`config.mk`:
```
export PLATFORM = sky130hd
export DESIGN_NAME = tpm_peak_reg
export DESIGN_NICKNAME = d
export VERILOG_FILES = /design/src/rtl/tpm_pkg.sv /design/src/rtl/tpm_peak_reg.sv
export SDC_FILE = /design/constraint.sdc
export NUM_CORES = 1
export LEC_CHECK = 0
export BUFFER_PORTS_ARGS = -buffer_cell sky130_fd_sc_hd__buf_2
export CAP_MARGIN = 10
export CORE_MARGIN = 4
export CORE_UTILIZATION = 53
export CTS_CLUSTER_SIZE = 14
export DETAILED_ROUTE_END_ITERATION = 7
export HOLD_SLACK_MARGIN = 0.12
export PLACE_DENSITY = 0.83
export SETUP_SLACK_MARGIN = 0.05
export SLEW_MARGIN = 20
export SYNTH_ARGS = -nofsm -noshare
export SYNTH_HDL_FRONTEND = slang
export SYNTH_SLANG_ARGS = --single-unit
```
`constraint.sdc`:
```
create_clock -name clock -period 15.4 [get_ports clock]
set_clock_uncertainty 0.15 [all_clocks]
set_input_delay 4.62 -clock clock [delete_from_list [all_inputs] [get_ports clock]]
set_output_delay 4.62 -clock clock [all_outputs]
set_load 0.01 [all_outputs]
```
`src/rtl/tpm_pkg.sv`:
```
// Shared constants, coefficient table and control types for the 4x true-peak meter.
// No dependencies; every other file imports this package.
package tpm_pkg;

   localparam int TAPS        = 12;
   localparam int PHASES      = 4;
   localparam int SAMPLE_BITS = 24;
   localparam int COEF_BITS   = 14;
   localparam int COEF_FRAC   = 13;
   localparam int SUM_BITS    = $clog2(TAPS);
   localparam int TREE_LEVELS = $clog2(TAPS);
   localparam int TREE_WIDTH  = 1 << TREE_LEVELS;

   localparam logic signed [COEF_BITS-1:0] COEF_TAB [PHASES][TAPS] = '{
      '{ 14'sd14,    14'sd90,   -14'sd161,  14'sd272,  -14'sd487,  14'sd1125,
         14'sd7964, -14'sd838,   14'sd390, -14'sd218,   14'sd122, -14'sd68 },
      '{-14'sd239,   14'sd240,  -14'sd424,  14'sd730,  -14'sd1364, 14'sd3810,
         14'sd6388, -14'sd1641,  14'sd832, -14'sd477,   14'sd271, -14'sd155 },
      '{-14'sd155,   14'sd271,  -14'sd477,  14'sd832,  -14'sd1641, 14'sd6388,
         14'sd3810, -14'sd1364,  14'sd730, -14'sd424,   14'sd240, -14'sd239 },
      '{-14'sd68,    14'sd122,  -14'sd218,  14'sd390,  -14'sd838,  14'sd7964,
         14'sd1125, -14'sd487,   14'sd272, -14'sd161,   14'sd90,   14'sd14 }
   };

   typedef struct packed {
      logic accept;
      logic load;
   } tpm_ctrl_type;

endpackage

```
`src/rtl/tpm_peak_reg.sv`:
```
// Phase maximum, saturation to the output range and the result register.
// Depends on tpm_pkg for PHASES and the control struct.
module tpm_peak_reg
   import tpm_pkg::*;
#(
   parameter int SAMPLE_BITS = tpm_pkg::SAMPLE_BITS,
   parameter int MAG_BITS    = SAMPLE_BITS + COEF_BITS + SUM_BITS + 1 - COEF_FRAC
) (
   input  logic                  clock,
   input  logic                  reset,
   input  tpm_ctrl_type          ctrl,
   input  logic [MAG_BITS-1:0]   phase_mag [PHASES],
   input  logic                  out_ready,
   output logic                  out_valid,
   output logic [SAMPLE_BITS:0]  true_peak
);

   localparam logic [MAG_BITS-1:0] LIMIT = MAG_BITS'({(SAMPLE_BITS+1){1'b1}});

   logic [MAG_BITS-1:0]  best;
   logic [SAMPLE_BITS:0] peak_in;
   logic [SAMPLE_BITS:0] peak_ff;
   logic                 valid_in;
   logic                 valid_ff;

   always_comb begin
      best = '0;
      for (int p = 0; p < PHASES; p++) begin
         if (phase_mag[p] > best) begin
            best = phase_mag[p];
         end
      end
      peak_in = (best > LIMIT) ? '1 : best[SAMPLE_BITS:0];
   end

   always_comb begin
      valid_in = valid_ff;
      if (ctrl.load) begin
         valid_in = 1'b1;
      end else if (out_ready) begin
         valid_in = 1'b0;
      end
   end

   always_ff @(posedge clock) begin
      if (reset) begin
         valid_ff <= 1'b0;
      end else begin
         valid_ff <= valid_in;
      end
   end

   always_ff @(posedge clock) begin
      if (ctrl.load) begin
         peak_ff <= peak_in;
      end
   end

   assign out_valid = valid_ff;
   assign true_peak = peak_ff;

endmodule

```
==> reports/metrics.cfg <==
[die]
die_h_um=100
start_util_pct=54.6
die_width_um=100
die_area_mm2=0.0100
rows=33
core_mm2=0.00822
ios=151

[pwr]
power_leakage_nw=2.67
irDropWorstVdd_v=0.0000389
power_density_mw_per_mm2=87.2

[detailed_routing]
drt-initial-drc-count=346
drt-total-wl_um=13300
dr.pass1.iters=5
ant_nets=0
vias=4917
vias_per_cell=6.06
wl_per_cell_um=16.4
remaining_drc_errors=0

[synth]
synth.top_cell.area_share_pct=23.2
synth_top_cell_by_area=ha_1
synth_commonest_cells=ha_1, a21oi_1, o21ai_0, inv_1, nand2_1
synthDistinctLibCells=65
synth_cells=574
ys_ff_latch=26
async_flop_share_pct=0
syn_area_per_cell_um2=7.81
synth_edf_count=25
yosysMostFrequentCell=ha_1
ys.warnings.count=0
syn-cell-area_mm2=0.00449
ys_seq_area_share_pct=17.2
synth_ff_type=edfxtp_1
mappedNetlistNets=782
synthTopCellsByArea=ha_1, edfxtp_1, a21oi_1

[clock_network]
cts.reportedPaths.clkPinSlew_ns=0.08
clk_path_buf_depth=2
cts_resized=0
insertion_delay_ns=0.27
htreeDepth=1
tritoncts=done
clkSinkCount=26
postCtsHoldBufs=0
cts_buffers=3
postCtsSetupBuffers=0
cts-root-buf=clkbuf_8

[layout]
drive_gt1_share_pct=25.1
utilization_pct=65.1
antenna_cells=0
stdcell_area_mm2=0.00535
layout.nets=915
area_growth_pct=19.3

[critical_path]
reg2reg_from=out_valid
path_max_fanout=26
crit_path_end=true_peak[16]
cpMaxStageDelayCell=o2111ai_2
crit_path_end_kind=register
start_kind=primary input
regToRegSetupSlack_ns=14.68
crit_start=phase_mag[94]
crit_type=in -> reg
cp.arrival_ns=13.43
crit_path_frequent_cell=a21o_1
slowest_delay_ns=0.55
cp_data_required_time_ns=15.27
r2r_cells=2
r2r-end=out_valid

[sta]
post-route-period-util_pct=88.1
tightest_slew_ns=0.892
fmax_mhz=73.7
hold_slack_ns=0.337
post-route-min-period_ns=13.56
layout_setup_ws_ns=1.84
rsz0062_at_grt=false
finalSetupTns_ns=0
slew_violations=0
slew_headroom_pct=40.5
setup_viol=0
hold_viol_final=0

[placed_design]
gp_congestion=0.954
place.detailed.hpwl_um=11200
io_buffers=149
pre_cts_slack_ns=1.70
place_area_mm2=0.00528

[grt]
grt.total_usage_pct=25.6
grt_pass1_wl_um=21200
overflow=0
grt_max_degree=48
grt_pass1_vias=4598
antenna_found_initial=0

[worst_hold_path]
hp-class=reg -> reg

[run]
drv_cap=0

[status]
status=finished, final reports clean

-- metrics by stage --
step           power (mW)  std cells
4_1_cts             0.463        811
6_report            0.467        811
3_3_place_gp        0.398        807
3_5_place_dp        0.407        807
2_1_floorplan       0.321        574
5_1_grt             0.504        811
-- power by group --
group | switching (mW) | internal, mW | total, mW
Combinational | 0.184 | 0.121 | 0.305
Sequential | 0.00338 | 0.104 | 0.107
Clock | 0.0196 | 0.0348 | 0.0544
-- final cells by class --
| class | instances | area (um2) |
|---|---|---|
| timing repair buffer | 152 | 768 |
| sequential | 26 | 771 |
| clock buffer | 3 | 41.3 |
| clock inverter | 1 | 30.0 |
| fill | 749 | 2870 |
| multi-input combinational | 478 | 3440 |
| inverter | 46 | 173 |
| tap | 105 | 131 |
-- worst min-delay path by stage --
stage	from	end	depth (start not counted)
2_1_floorplan	out_valid	out_valid	2
3_3_place_gp	out_valid	out_valid	2
3_5_place_dp	out_valid	out_valid	2
4_1_cts	out_valid	out_valid	2
5_1_grt	out_valid	out_valid	2
6_report	out_valid	out_valid	2
-- logic make-up (layout without fill, tap and decap cells) --
group           count (synthesis)  after routing  share of synthesized area [%]
simple gates                  165            165                           19.1
flops                          26             26                           17.2
mux                             5              5                           1.17
buf+inv                        70            202                           6.39
xor+xnor                        2              2                          0.391
fa+ha+maj                      83             83                           23.2
compound gates                223            223                           32.7
-- cell usage in the layout, fill, tap and decap left out, types with 3 or more instances in the layout --
master and count:
a211o_1 19, a21o_1 20, a21oi_1 71, a222oi_1 7, a22o_1 3, a31oi_1 3, and2_1 3, buf_2 149
buf_4 3, clkbuf_8 3, edfxtp_1 25, ha_1 83, inv_1 46, mux2i_1 3, nand2_1 42, nand2b_1 9
nand3_1 10, nand4_1 14, nor2_1 37, nor2b_1 4, nor3_1 24, o2111ai_1 3, o21a_1 6, o21ai_0 56
o31ai_1 5, or2_1 4
-- state kept, by name, indices dropped and copies added, names as in the netlist --
register	flops
true_peak	25
out_valid	1
-- metal layers --
| layer | part of all wire [%] | routed length, um | global-route usage (%) |
|---|---|---|---|
| met1 | 43 | 5700 | 35.2 |
| met2 | 46 | 6100 | 42.6 |
| met3 | 8.7 | 1160 | 2.36 |
| met4 | 2.5 | 327 | 8.08 |
| met5 | 0 | 0 | 0 |
-- critical path, delay by kind of cell --
family / cells / cell delay [ns]
AO/OA/AOI/OAI: 27 / 7.06
adder cells (fa/ha/maj): 3 / 0.92
buffers and inverters: 3 / 0.42
AND/OR/NAND/NOR: 2 / 0.39
Power figures use the tool's default switching activity.
