`src/rtl/tpm_pkg.sv`:
```
// Shared constants, coefficient table and control types for the 4x true-peak meter.
// No dependencies; every other file imports this package.
package tpm_pkg;

   localparam int TAPS        = 12;
   localparam int PHASES      = 4;
   localparam int SAMPLE_BITS = 24;
   localparam int COEF_BITS   = 14;
   localparam int COEF_FRAC   = 13;
   localparam int SUM_BITS    = $clog2(TAPS);
   localparam int TREE_LEVELS = $clog2(TAPS);
   localparam int TREE_WIDTH  = 1 << TREE_LEVELS;

   localparam logic signed [COEF_BITS-1:0] COEF_TAB [PHASES][TAPS] = '{
      '{ 14'sd14,    14'sd90,   -14'sd161,  14'sd272,  -14'sd487,  14'sd1125,
         14'sd7964, -14'sd838,   14'sd390, -14'sd218,   14'sd122, -14'sd68 },
      '{-14'sd239,   14'sd240,  -14'sd424,  14'sd730,  -14'sd1364, 14'sd3810,
         14'sd6388, -14'sd1641,  14'sd832, -14'sd477,   14'sd271, -14'sd155 },
      '{-14'sd155,   14'sd271,  -14'sd477,  14'sd832,  -14'sd1641, 14'sd6388,
         14'sd3810, -14'sd1364,  14'sd730, -14'sd424,   14'sd240, -14'sd239 },
      '{-14'sd68,    14'sd122,  -14'sd218,  14'sd390,  -14'sd838,  14'sd7964,
         14'sd1125, -14'sd487,   14'sd272, -14'sd161,   14'sd90,   14'sd14 }
   };

   typedef struct packed {
      logic accept;
      logic load;
   } tpm_ctrl_type;

endpackage

```
`src/rtl/tpm_history.sv`:
```
// Sample history line, newest entry first, plus the flag for an item not yet filtered.
// Depends on tpm_pkg for TAPS and the control struct.
module tpm_history
   import tpm_pkg::*;
#(
   parameter int SAMPLE_BITS = tpm_pkg::SAMPLE_BITS
) (
   input  logic                          clock,
   input  logic                          reset,
   input  tpm_ctrl_type                  ctrl,
   input  logic signed [SAMPLE_BITS-1:0] sample_in,
   output logic signed [SAMPLE_BITS-1:0] hist [TAPS],
   output logic                          hist_valid
);

   logic signed [SAMPLE_BITS-1:0] hist_ff [TAPS];
   logic signed [SAMPLE_BITS-1:0] hist_in [TAPS];
   logic                          valid_ff;
   logic                          valid_in;

   always_comb begin
      hist_in = hist_ff;
      if (ctrl.accept) begin
         hist_in[0] = sample_in;
         for (int k = 1; k < TAPS; k++) begin
            hist_in[k] = hist_ff[k-1];
         end
      end
   end

   always_comb begin
      valid_in = valid_ff;
      if (ctrl.accept) begin
         valid_in = 1'b1;
      end else if (ctrl.load) begin
         valid_in = 1'b0;
      end
   end

   always_ff @(posedge clock) begin
      if (reset) begin
         valid_ff <= 1'b0;
         for (int k = 0; k < TAPS; k++) begin
            hist_ff[k] <= '0;
         end
      end else begin
         valid_ff <= valid_in;
         hist_ff  <= hist_in;
      end
   end

   assign hist       = hist_ff;
   assign hist_valid = valid_ff;

endmodule

```
`config.mk`:
```
export PLATFORM = sky130hd
export DESIGN_NAME = tpm_history
export DESIGN_NICKNAME = d
export VERILOG_FILES = /design/src/rtl/tpm_pkg.sv /design/src/rtl/tpm_history.sv
export SDC_FILE = /design/constraint.sdc
export NUM_CORES = 1
export LEC_CHECK = 0
export BUFFER_PORTS_ARGS = -buffer_cell sky130_fd_sc_hd__buf_2
export CORE_MARGIN = 4
export CORE_UTILIZATION = 45
export CTS_BUF_LIST = sky130_fd_sc_hd__clkbuf_8
export DETAILED_ROUTE_END_ITERATION = 10
export PLACE_DENSITY = 0.72
export SLEW_MARGIN = 25
export SYNTH_ARGS = -nofsm -noshare
export SYNTH_HDL_FRONTEND = slang
export SYNTH_SLANG_ARGS = --single-unit
```
`constraint.sdc`:
```
create_clock -name clock -period 2.05 [get_ports clock]
set_input_delay 0.41 -clock clock [delete_from_list [all_inputs] [get_ports clock]]
set_output_delay 0.41 -clock clock [all_outputs]
set_load 0.005 [all_outputs]
```
==> results of run 1 <==
[worst max-delay path by stage]
stage                   start        end  slack, ps  cells after the start
global route        hist[251]  hist[251]        440                      1
detailed placement    ctrl[1]   hist[23]        560                      5
finish              hist[251]  hist[251]        510                      1
global placement      ctrl[1]  hist[191]        600                      5
floorplan             ctrl[1]  hist[171]        820                      5
CTS                 hist[152]  hist[152]        480                      1
[power groups by stage]
stage                     clock, mW  combinational (mW)  sequential [mW]
after floorplan                   0               0.421             5.84
after global placement            0               0.579             5.85
after detailed placement          0               0.584             5.85
after CTS                      4.90               0.585             5.73
after global routing           5.18               0.625             5.73
final                          4.77               0.580             5.73
[kinds of logic (layout without fill, tap and decap cells)]
group,Yosys count,in the layout,share of synthesized area
DFF,289,289,0.566
buffers and inverters,65,425,0.0456
muxes,288,288,0.282
and+or+nand+nor,289,289,0.106
AOI/OAI and AO/OA,1,1,0.000489
[routing by layer]
metal,vias up,share of wire
li1,3758,-
met1,3558,0.42
met2,210,0.49
met3,43,0.061
met4,0,0.024
met5,-,0
[final cells by class]
| cell class | count | area (um^2) | area share |
|---|---|---|---|
| Timing Repair Buffer | 339 | 1940 | 0.149 |
| Inverter | 1 | 3.75 | 0.000289 |
| Clock buffer | 57 | 785 | 0.0605 |
| Clock inverter | 28 | 139 | 0.0107 |
| Multi-Input combinational cell | 578 | 3980 | 0.306 |
| Sequential cell | 289 | 5790 | 0.446 |
| Tap cell | 280 | 350 | 0.0270 |
[state kept, by name, summed over array words and instances (netlist names)]
name        count
hist_valid      1
hist          288
[cells in the final DEF (no fill, tap or decap)]
cell,n
clkbuf_8,57
bufinv_16,1
buf_2,314
buf_12,13
nor2_1,288
clkinvlp_4,1
a21oi_1,1
buf_4,10
buf_8,2
clkinv_2,3
inv_1,24
dfxtp_1,289
mux2i_1,288
nand2b_1,1
[per-stage QoR]
step	area, um^2	instances
4_1_cts	13000	1572
3_5_place_dp	12100	1487
5_1_grt	13000	1572
3_3_place_gp	12100	1487
6_report	13000	1572
2_1_floorplan	10200	932
==> out/qor.log, run 1 <==
[run_status] run status completed
[synthesis] fraction of registers with async set or reset after synthesis 0
[setup_path] R2R Path Start hist[251]
[synthesis] biggest area contributors in the synthesized netlist dfxtp_1, mux2i_1, nor2_1
[global_routing] global-route wire length before repair 41.4 mm
[synthesis] Post-synth top cells dfxtp_1, mux2i_1, nor2_1
[timing] Hold Fails Final Rpt 0
[clock_tree] H-tree depth reported by CTS 2
[worst_hold_path] Hold Startpoint sample_in[11]
[synthesis] area of the mapped netlist 10200 um^2
[global_routing] met2 Resource Use GR 0.339
[global_routing] initial antenna violation count 0
[global_routing] aggregate global-route resource usage 0.196
[worst_hold_path] Hold/Removal Path Class in2reg
[floorplan] IO Count 317
[pwr] static leakage 6.88 nW
[floorplan] core region area 22100 um^2
[global_routing] met3 Usage GRT 0.0568
[setup_path] critical path capture point type output port
[floorplan] Die H 159 um
[timing] setup tns final 0 ps
[place] GP Congestion 0.801
[place] Detail Placement HPWL 18.6 mm
[synthesis] nets in the synthesized netlist 960
[clock_tree] number of sinks on the clock net 289
[route] via total after detailed routing 7569
[global_routing] total overflow reported by the global router 0
[pwr] power share of the combinational group 0.052
[setup_path] slowest CP cell dfxtp_1
[setup_path] CP Data Arrival Time 1130 ps
[timing] achievable frequency 649 MHz
[clock_tree] hold buffers post-CTS 0
[route] ratio of routed vias to standard cells 4.81
[synthesis] Syn Inst Count 932
[layout] layout overhead on the synthesized area 26.9%
[pwr] Internal 8.58 mW
[clock_tree] latest clock arrival within the worst-skew pair 530 ps
[synthesis] register bit count reported by yosys 289
[route] average wire per cell in the routed design 16.3 um
[global_routing] largest net degree at the start of global routing 62
[route] sum of routed wire length over all layers 25.7 mm
[clock_tree] number of buffers on the longest clock path 3
[synthesis] Yosys warning count 0
[synthesis] main flop type after synthesis dfxtp_1
[pwr] post-layout total power 11.1 mW
[timing] pin slew with the least headroom to its limit 436 ps
[route] first-iteration detailed-routing DRC count 354
[setup_path] family of cells with the greatest summed delay on the critical path flip-flops
[place] Port-buffer cells 316
[setup_path] ordered cell list for the critical path buf_2
[clock_tree] buffer count from post-CTS setup fixing 0
[floorplan] die outline area 25200 um^2
[timing] max-slew violation total from the final report 0
[pwr] total net switching power 2.50 mW
[timing] RSZ-0062 raised after global routing false
[global_routing] GR peak layer met2
[synthesis] number of synthesized flops with an enable pin 0
[timing] final cycle utilization of the critical path 0.752
[clock_tree] count of cells resized by post-cts repair 0
[worst_hold_path] worst-case hold path end point hist[275]
[floorplan] horizontal die dimension 159 um
[floorplan] std cell rows 54
[clock_tree] master cell of the clock root buffer clkbuf_8
[clock_tree] clock-pin slew on the worst setup and hold paths 60 ps
[setup_path] Critical Path RT 1640 ps
[layout] total inserted antenna cells 0
[timing] crit path setup slack, layout 508 ps
[synthesis] proportion of synthesized chip area in sequential cells 0.566
[pwr] sequential share of power 0.517
[synthesis] biggest area consumer among synthesized cells dfxtp_1
[pwr] power density of the placed cells 854 nW/um^2
[setup_path] critical path start-end classification reg2out
[timing] Final min period 1540 ps
[route] number of search-and-repair iterations in the first detailed-routing pass 4
[floorplan] initial core utilization 0.463
[route] number of antenna-violating nets in the routed design 0
[layout] fraction of final layout cells with drive strength greater than 1 0.310
[timing] final-report setup violation count 0
[setup_path] startpoint type of the worst setup path register
[setup_path] Max Fanout on Critical Path 3
[setup_path] depth of the most critical reg-to-reg path 2
[setup_path] setup slack on the worst flop-to-flop path 1330 ps
[synthesis] count of different cell masters after synthesis 11
[synthesis] mean area per synthesized cell 11.0 um^2
[timing] final-layout worst hold slack 117 ps
[global_routing] global-route track usage on met1 0.236
[worst_hold_path] Hold Crit Depth 3
[route] count of unresolved DRC violations after routing 0
[setup_path] maximum single-stage delay on the critical path 440 ps
[setup_path] capture instance of the worst register-to-register path hist[227]
[layout] fill cell instance count of the final layout 1949
[job] count of max-cap constraint violations 0
[pwr] switching share of total power 0.226
[pwr] maximum VDD drop 0.000462 V
[place] pre-CTS setup slack 562 ps
[timing] Slew Limit Headroom 0.709
[clock_tree] cts bufs inserted 47
[layout] post-layout net count 1284
[clock_tree] TritonCTS clock tree yes
[synthesis] area share of the largest cell type after synthesis 0.566
[global_routing] vias in the first global route 7528
[timing] Final Skew 10.4 ps
[pwr] part of the total power dissipated in the clock network 0.430
[layout] post-layout util 0.587
[synthesis] cell with the most instances after synthesis dfxtp_1
[setup_path] count of buffer and inverter cells on the critical path 1
(Power assumes the default switching activity.)
==> run 2, diff against run 1 <==
==> constraint.sdc (replaced) <==
create_clock -name clock -period 1.53 [get_ports clock]
set_input_delay 0.306 -clock clock [delete_from_list [all_inputs] [get_ports clock]]
set_output_delay 0.306 -clock clock [all_outputs]
set_load 0.005 [all_outputs]
==> out/qor.log, run 2 (same netlist as run 1, synthesis figures left out) <==
[setup_path] Critical Path RT 1220 ps [was 1640 ps]
[setup_path] Max Fanout on Critical Path 3 [unchanged]
[pwr] Internal 12.0 mW [was 8.58 mW]
[pwr] sequential share of power 0.500 [was 0.517]
[setup_path] R2R Path Start hist[138] [was hist[251]]
[clock_tree] count of cells resized by post-cts repair 0 [unchanged]
[clock_tree] cts bufs inserted 46 [was 47]
[pwr] part of the total power dissipated in the clock network 0.446 [was 0.430]
[global_routing] largest net degree at the start of global routing 55 [was 62]
[layout] post-layout util 0.602 [was 0.587]
[pwr] maximum VDD drop 0.000661 V [was 0.000462 V]
[timing] Hold Fails Final Rpt 0 [unchanged]
[clock_tree] TritonCTS clock tree yes [unchanged]
[setup_path] ordered cell list for the critical path buf_2 [unchanged]
[place] Detail Placement HPWL 18.5 mm [was 18.6 mm]
[clock_tree] latest clock arrival within the worst-skew pair 530 ps [about the same]
[global_routing] global-route wire length before repair 41.4 mm [unchanged]
[route] average wire per cell in the routed design 16.2 um [was 16.3 um]
[floorplan] horizontal die dimension 159 um [unchanged]
[route] via total after detailed routing 7633 [was 7569]
[clock_tree] master cell of the clock root buffer clkbuf_8 [unchanged]
[floorplan] IO Count 317 [unchanged]
[floorplan] initial core utilization 0.463 [unchanged]
[clock_tree] H-tree depth reported by CTS 2 [unchanged]
[timing] Final Skew 7.19 ps [was 10.4 ps]
[route] number of search-and-repair iterations in the first detailed-routing pass 4 [unchanged]
[place] post-detailed-placement cell area 12100 um^2 [about the same]
[worst_hold_path] Hold Crit Depth 3 [unchanged]
[place] Inst Count DP 1489 [was 1487]
[floorplan] std cell rows 54 [unchanged]
[global_routing] vias in the first global route 7537 [was 7528]
[pwr] switching share of total power 0.220 [was 0.226]
[timing] RSZ-0062 raised after global routing false [unchanged]
[global_routing] aggregate global-route resource usage 0.196 [about the same]
[setup_path] count of buffer and inverter cells on the critical path 1 [unchanged]
[worst_hold_path] Hold/Removal Path Class in2reg [unchanged]
[layout] total area of multi-input combinational cells 3980 um^2 [unchanged]
[setup_path] startpoint type of the worst setup path register [unchanged]
[pwr] total net switching power 3.39 mW [was 2.50 mW]
[clock_tree] clock-pin slew on the worst setup and hold paths 60 ps [about the same]
[layout] post-route cell area 13300 um^2 [was 13000 um^2]
[place] GP Congestion 0.808 [was 0.801]
[timing] final cycle utilization of the critical path 0.927
[timing] Final min period 1420 ps
[layout] Register Area 5790 um^2 [unchanged]
[layout] most frequent cells in the layout buf_2, dfxtp_1, mux2i_1, nor2_1, clkbuf_8 [unchanged]
[clock_tree] buffer count from post-CTS setup fixing 0 [unchanged]
[route] number of antenna-violating nets in the routed design 0 [unchanged]
[pwr] static leakage 6.98 nW [was 6.88 nW]
[timing] setup tns final 0 ps [unchanged]
[layout] most common cell after layout, fill and taps aside buf_2 [unchanged]
[floorplan] core region area 22100 um^2 [unchanged]
[setup_path] CP Data Arrival Time 1110 ps [was 1130 ps]
[worst_hold_path] worst-case hold path end point hist[285] [was hist[275]]
[run_status] run status completed [unchanged]
[route] first-iteration detailed-routing DRC count 380 [was 354]
[timing] achievable frequency 705 MHz
[layout] layout overhead on the synthesized area 30.0% [was 26.9%]
[route] count of unresolved DRC violations after routing 0 [unchanged]
[clock_tree] number of sinks on the clock net 289 [unchanged]
[setup_path] family of cells with the greatest summed delay on the critical path flip-flops [unchanged]
[setup_path] launching element of the worst setup path hist[227] [was hist[251]]
[layout] max reg flops 288 [unchanged]
[floorplan] die outline area 25200 um^2 [unchanged]
[setup_path] slowest CP cell dfxtp_1 [unchanged]
[floorplan] Die H 159 um [unchanged]
[layout] fill cell instance count of the final layout 1857 [was 1949]
[setup_path] capture instance of the worst register-to-register path hist[114] [was hist[227]]
[setup_path] setup slack on the worst flop-to-flop path 840 ps [was 1330 ps]
[setup_path] maximum single-stage delay on the critical path 430 ps [was 440 ps]
[pwr] power share of the combinational group 0.054 [was 0.052]
[timing] final-report setup violation count 0 [unchanged]
[timing] Slew Limit Headroom 0.776 [was 0.709]
[worst_hold_path] Hold Startpoint sample_in[21] [was sample_in[11]]
[setup_path] depth of the most critical reg-to-reg path 2 [unchanged]
[setup_path] critical path capture point type output port [unchanged]
[global_routing] total overflow reported by the global router 0 [unchanged]
[layout] Cell Count, Final, Fillers Out 1589 [was 1572]
[clock_tree] number of buffers on the longest clock path 3 [unchanged]
[job] count of max-cap constraint violations 0 [unchanged]
[setup_path] critical path start-end classification reg2out [unchanged]
[route] sum of routed wire length over all layers 25.7 mm [about the same]
[place] Port-buffer cells 316 [unchanged]
[timing] max-slew violation total from the final report 0 [unchanged]
[layout] post-layout net count 1304 [was 1284]
[layout] total inserted antenna cells 0 [unchanged]
[timing] pin slew with the least headroom to its limit 336 ps [was 436 ps]
[global_routing] initial antenna violation count 0 [unchanged]
[layout] fraction of final layout cells with drive strength greater than 1 0.314 [was 0.310]
[pwr] power density of the placed cells 1160 nW/um^2 [was 854 nW/um^2]
[route] ratio of routed vias to standard cells 4.80 [was 4.81]
## run 2: cell count changes in the layout (fill, tap and decap cells not counted), moves of 3 or more
cell	previous run	this run
buf_12	13	17
inv_1	24	12
clkinv_2	3	6
dlygate4sd3_1	0	19
## run 2: power by group through the flow
stage | Clock, mW | Combinational [mW] | Sequential (mW)
global placement | 0 | 0.794 | 7.84
global route | 7.39 | 0.900 | 7.68
finish | 6.85 | 0.836 | 7.68
floorplan | 0 | 0.564 | 7.83
detailed placement | 0 | 0.799 | 7.84
CTS | 7.05 | 0.840 | 7.67
## run 2: per-stage QoR
step / hold WS (ps) / power, mW / setup slack, ps
2_1_floorplan: 453 / 8.39 / 408
3_3_place_gp: 459 / 8.63 / 284
3_5_place_dp: 468 / 8.64 / 268
4_1_cts: 0.224 / 15.6 / 57.2
5_1_grt: 15.5 / 16.0 / 51.6
6_report: 37.9 / 15.4 / 111
## run 2: worst max-delay path by stage
stage / end / slack, ps / cells after the start
global placement: hist[51] / 280 / 4
detailed placement: hist[233] / 270 / 5
global route: hist[128] / 50 / 1
CTS: hist[151] / 60 / 1
finish: hist[227] / 110 / 1
floorplan: hist[171] / 410 / 5
## run 2: per-layer routing
layer  routed length, um  track usage  up-vias
met3                1590       0.0544       43
met5                   0            0        -
met4                 673       0.0714        0
met2               12600        0.337      229
li1                    -            -     3801
met1               10800        0.237     3560
## run 2: what timing repair did
item,in CTS,in global routing
hold buffers,19,0
setup endpoints to repair,0,0
endpoints found under the hold margin,19,0
## run 2: area by class of cell
cell class	instances	share of cell area
clock buffers	59	0.0611
flip-flops and latches	289	0.435
inverters	1	0.000282
well taps	280	0.0264
repair buffers	360	0.165
multi-input cells	578	0.299
clock inverters	22	0.0133
==> run 3, diff against run 2 <==
--- a/config.mk
+++ b/config.mk
@@ -6,10 +6,12 @@
 export NUM_CORES = 1
 export LEC_CHECK = 0
 export BUFFER_PORTS_ARGS = -buffer_cell sky130_fd_sc_hd__buf_2
+export CORE_ASPECT_RATIO = 1.1
 export CORE_MARGIN = 4
 export CORE_UTILIZATION = 45
 export CTS_BUF_LIST = sky130_fd_sc_hd__clkbuf_8
 export DETAILED_ROUTE_END_ITERATION = 10
+export HOLD_SLACK_MARGIN = 0.15
 export PLACE_DENSITY = 0.72
 export SLEW_MARGIN = 25
 export SYNTH_ARGS = -nofsm -noshare
==> out/qor.log, run 3 (same netlist as run 1, synthesis figures left out) <==
[setup_path] launching element of the worst setup path hist[131] [was hist[227]]
[timing] Final Skew 6.69 ps [was 7.19 ps]
[route] ratio of routed vias to standard cells 4.76 [was 4.80]
[setup_path] capture instance of the worst register-to-register path hist[203] [was hist[114]]
[pwr] Internal 11.2 mW [was 12.0 mW]
[place] pre-CTS setup slack 223 ps [was 268 ps]
[clock_tree] TritonCTS clock tree yes [unchanged]
[route] number of search-and-repair iterations in the first detailed-routing pass 4 [unchanged]
[timing] final-report setup violation count 0 [unchanged]
[setup_path] maximum single-stage delay on the critical path 430 ps [about the same]
[pwr] static leakage 7.01 nW [was 6.98 nW]
[global_routing] initial antenna violation count 0 [unchanged]
[timing] RSZ-0062 raised after global routing false [unchanged]
[setup_path] slowest CP cell dfxtp_1 [unchanged]
[route] via total after detailed routing 7694 [was 7633]
[timing] crit path setup slack, layout 115 ps [was 111 ps]
[floorplan] std cell rows 57 [was 54]
[floorplan] IO Count 317 [unchanged]
[layout] post-route cell area 13300 um^2 [about the same]
[layout] total inserted antenna cells 0 [unchanged]
[clock_tree] number of sinks on the clock net 289 [unchanged]
[worst_hold_path] Hold/Removal Path Class reg2reg [was in2reg]
[pwr] total net switching power 3.26 mW [was 3.39 mW]
[place] Port-buffer cells 316 [unchanged]
[route] first-iteration detailed-routing DRC count 264 [was 380]
[pwr] switching share of total power 0.226 [was 0.220]
[place] Detail Placement HPWL 17.7 mm [was 18.5 mm]
[layout] most frequent cells in the layout buf_2, mux2i_1, nor2_1 [was buf_2, dfxtp_1, mux2i_1, nor2_1, clkbuf_8]
[floorplan] horizontal die dimension 152 um [was 159 um]
[layout] layout overhead on the synthesized area 29.9% [was 30.0%]
[setup_path] CP Data Arrival Time 1110 ps [about the same]
[route] average wire per cell in the routed design 15.5 um [was 16.2 um]
[place] post-detailed-placement cell area 12200 um^2 [was 12100 um^2]
[setup_path] critical path capture point hist[131] [was hist[227]]
[pwr] sequential share of power 0.532 [was 0.500]
[pwr] part of the total power dissipated in the clock network 0.408 [was 0.446]
[setup_path] Max Fanout on Critical Path 3 [unchanged]
[route] number of antenna-violating nets in the routed design 0 [unchanged]
[floorplan] core region area 22300 um^2 [was 22100 um^2]
[global_routing] largest net degree at the start of global routing 51 [was 55]
[setup_path] ordered cell list for the critical path buf_2 [unchanged]
[layout] most common cell after layout, fill and taps aside buf_2 [unchanged]
[timing] final cycle utilization of the critical path 0.925 [was 0.927]
[timing] max-slew violation total from the final report 0 [unchanged]
[setup_path] family of cells with the greatest summed delay on the critical path flip-flops [unchanged]
[timing] achievable frequency 706 MHz [was 705 MHz]
[clock_tree] latest clock arrival within the worst-skew pair 530 ps [about the same]
[timing] pin slew with the least headroom to its limit 390 ps [was 336 ps]
[setup_path] depth of the most critical reg-to-reg path 2 [unchanged]
[setup_path] count of cell instances traversed by the critical path 1 [unchanged]
[route] count of unresolved DRC violations after routing 0 [unchanged]
[timing] Hold Fails Final Rpt 0 [unchanged]
[clock_tree] clock-pin slew on the worst setup and hold paths 60 ps [about the same]
[setup_path] count of buffer and inverter cells on the critical path 1 [unchanged]
[global_routing] aggregate global-route resource usage 0.192 [was 0.196]
[layout] post-layout net count 1318 [was 1304]
[place] GP Congestion 0.787 [was 0.808]
[pwr] maximum VDD drop 0.000795 V [was 0.000661 V]
[floorplan] die outline area 25200 um^2 [about the same]
[floorplan] Die H 166 um [was 159 um]
[layout] fraction of final layout cells with drive strength greater than 1 0.306 [was 0.314]
[pwr] power density of the placed cells 1090 nW/um^2 [was 1160 nW/um^2]
[setup_path] R2R Path Start hist[203] [was hist[138]]
[layout] max reg flops 288 [unchanged]
[timing] setup tns final 0 ps [unchanged]
[clock_tree] buffer count from post-CTS setup fixing 0 [unchanged]
[clock_tree] master cell of the clock root buffer clkbuf_8 [unchanged]
[route] sum of routed wire length over all layers 25.1 mm [was 25.7 mm]
[timing] Final min period 1420 ps [about the same]
[floorplan] initial core utilization 0.460 [was 0.463]
[setup_path] Critical Path RT 1220 ps [about the same]
[clock_tree] H-tree depth reported by CTS 2 [unchanged]
[setup_path] critical path start-end classification reg2out [unchanged]
[setup_path] setup slack on the worst flop-to-flop path 830 ps [was 840 ps]
[pwr] power share of the combinational group 0.060 [was 0.054]
[layout] fill cell instance count of the final layout 1897 [was 1857]
[job] count of max-cap constraint violations 0 [unchanged]
[global_routing] global-route wire length before repair 40.1 mm [was 41.4 mm]
[timing] final-layout worst hold slack 469 ps [was 37.9 ps]
[global_routing] vias in the first global route 7436 [was 7537]
[timing] Slew Limit Headroom 0.740 [was 0.776]
[clock_tree] number of buffers on the longest clock path 3 [unchanged]
[setup_path] startpoint type of the worst setup path register [unchanged]
[setup_path] critical path capture point type output port [unchanged]
[clock_tree] cts bufs inserted 45 [was 46]
[pwr] post-layout total power 14.4 mW [was 15.4 mW]
[run_status] run status completed [unchanged]
[global_routing] total overflow reported by the global router 0 [unchanged]
## run 3: layer usage
| metal | GRT usage | up-vias | routed length, um |
|---|---|---|---|
| met2 | 0.310 | 240 | 11500 |
| li1 | - | 3826 | - |
| met1 | 0.250 | 3581 | 11300 |
| met4 | 0.0590 | 0 | 588 |
| met3 | 0.0540 | 47 | 1780 |
| met5 | 0 | - | 0 |
## run 3: per-stage QoR
stage	utilization	std cells
2_1_floorplan	-	932
3_3_place_gp	0.547	1511
3_5_place_dp	0.547	1511
4_1_cts	0.597	1618
5_1_grt	0.597	1618
6_report	0.597	1618
## run 3: what timing repair did
item | in CTS | in global routing
endpoints found under the setup margin | 2 | 0
hold buffers | 27 | 0
gates resized for setup | 2 | 0
hold endpoints to repair | 34 | 0
## run 3: final cells by class
cell class	instances	area, um^2	share of cell area
inverters	1	3.75	0.000283
multi-input cells	578	3980	0.299
clock inverters	27	106	0.00801
repair buffers	375	2310	0.174
well taps	295	369	0.0278
flip-flops and latches	289	5790	0.436
clock buffers	53	729	0.0549
## run 3: power by group through the flow
stage	registers, mW	logic, mW	clock network (mW)
after floorplan	7.83	0.564	0
after detailed placement	7.84	0.805	0
after global routing	7.68	0.924	6.45
after CTS	7.67	0.862	6.09
after global placement	7.83	0.798	0
final	7.68	0.860	5.88
## run 3: how the worst min path moves through the flow
| stage | slack [ps] | depth (start not counted) | endpoint | startpoint |
|---|---|---|---|---|
| CTS | 470 | 2 | hist_valid | hist_valid |
| global route | 500 | 2 | hist_valid | hist_valid |
| floorplan | 450 | 2 | hist[264] | sample_in[0] |
| detailed placement | 470 | 2 | hist_valid | hist_valid |
| finish | 470 | 2 | hist_valid | hist_valid |
| global placement | 460 | 2 | hist_valid | hist_valid |
## run 3: tightest hold or removal path: stages, from the launching register on
cell and delay [ps]:
dfxtp_1 310, nand2b_1 60, a21oi_1 50
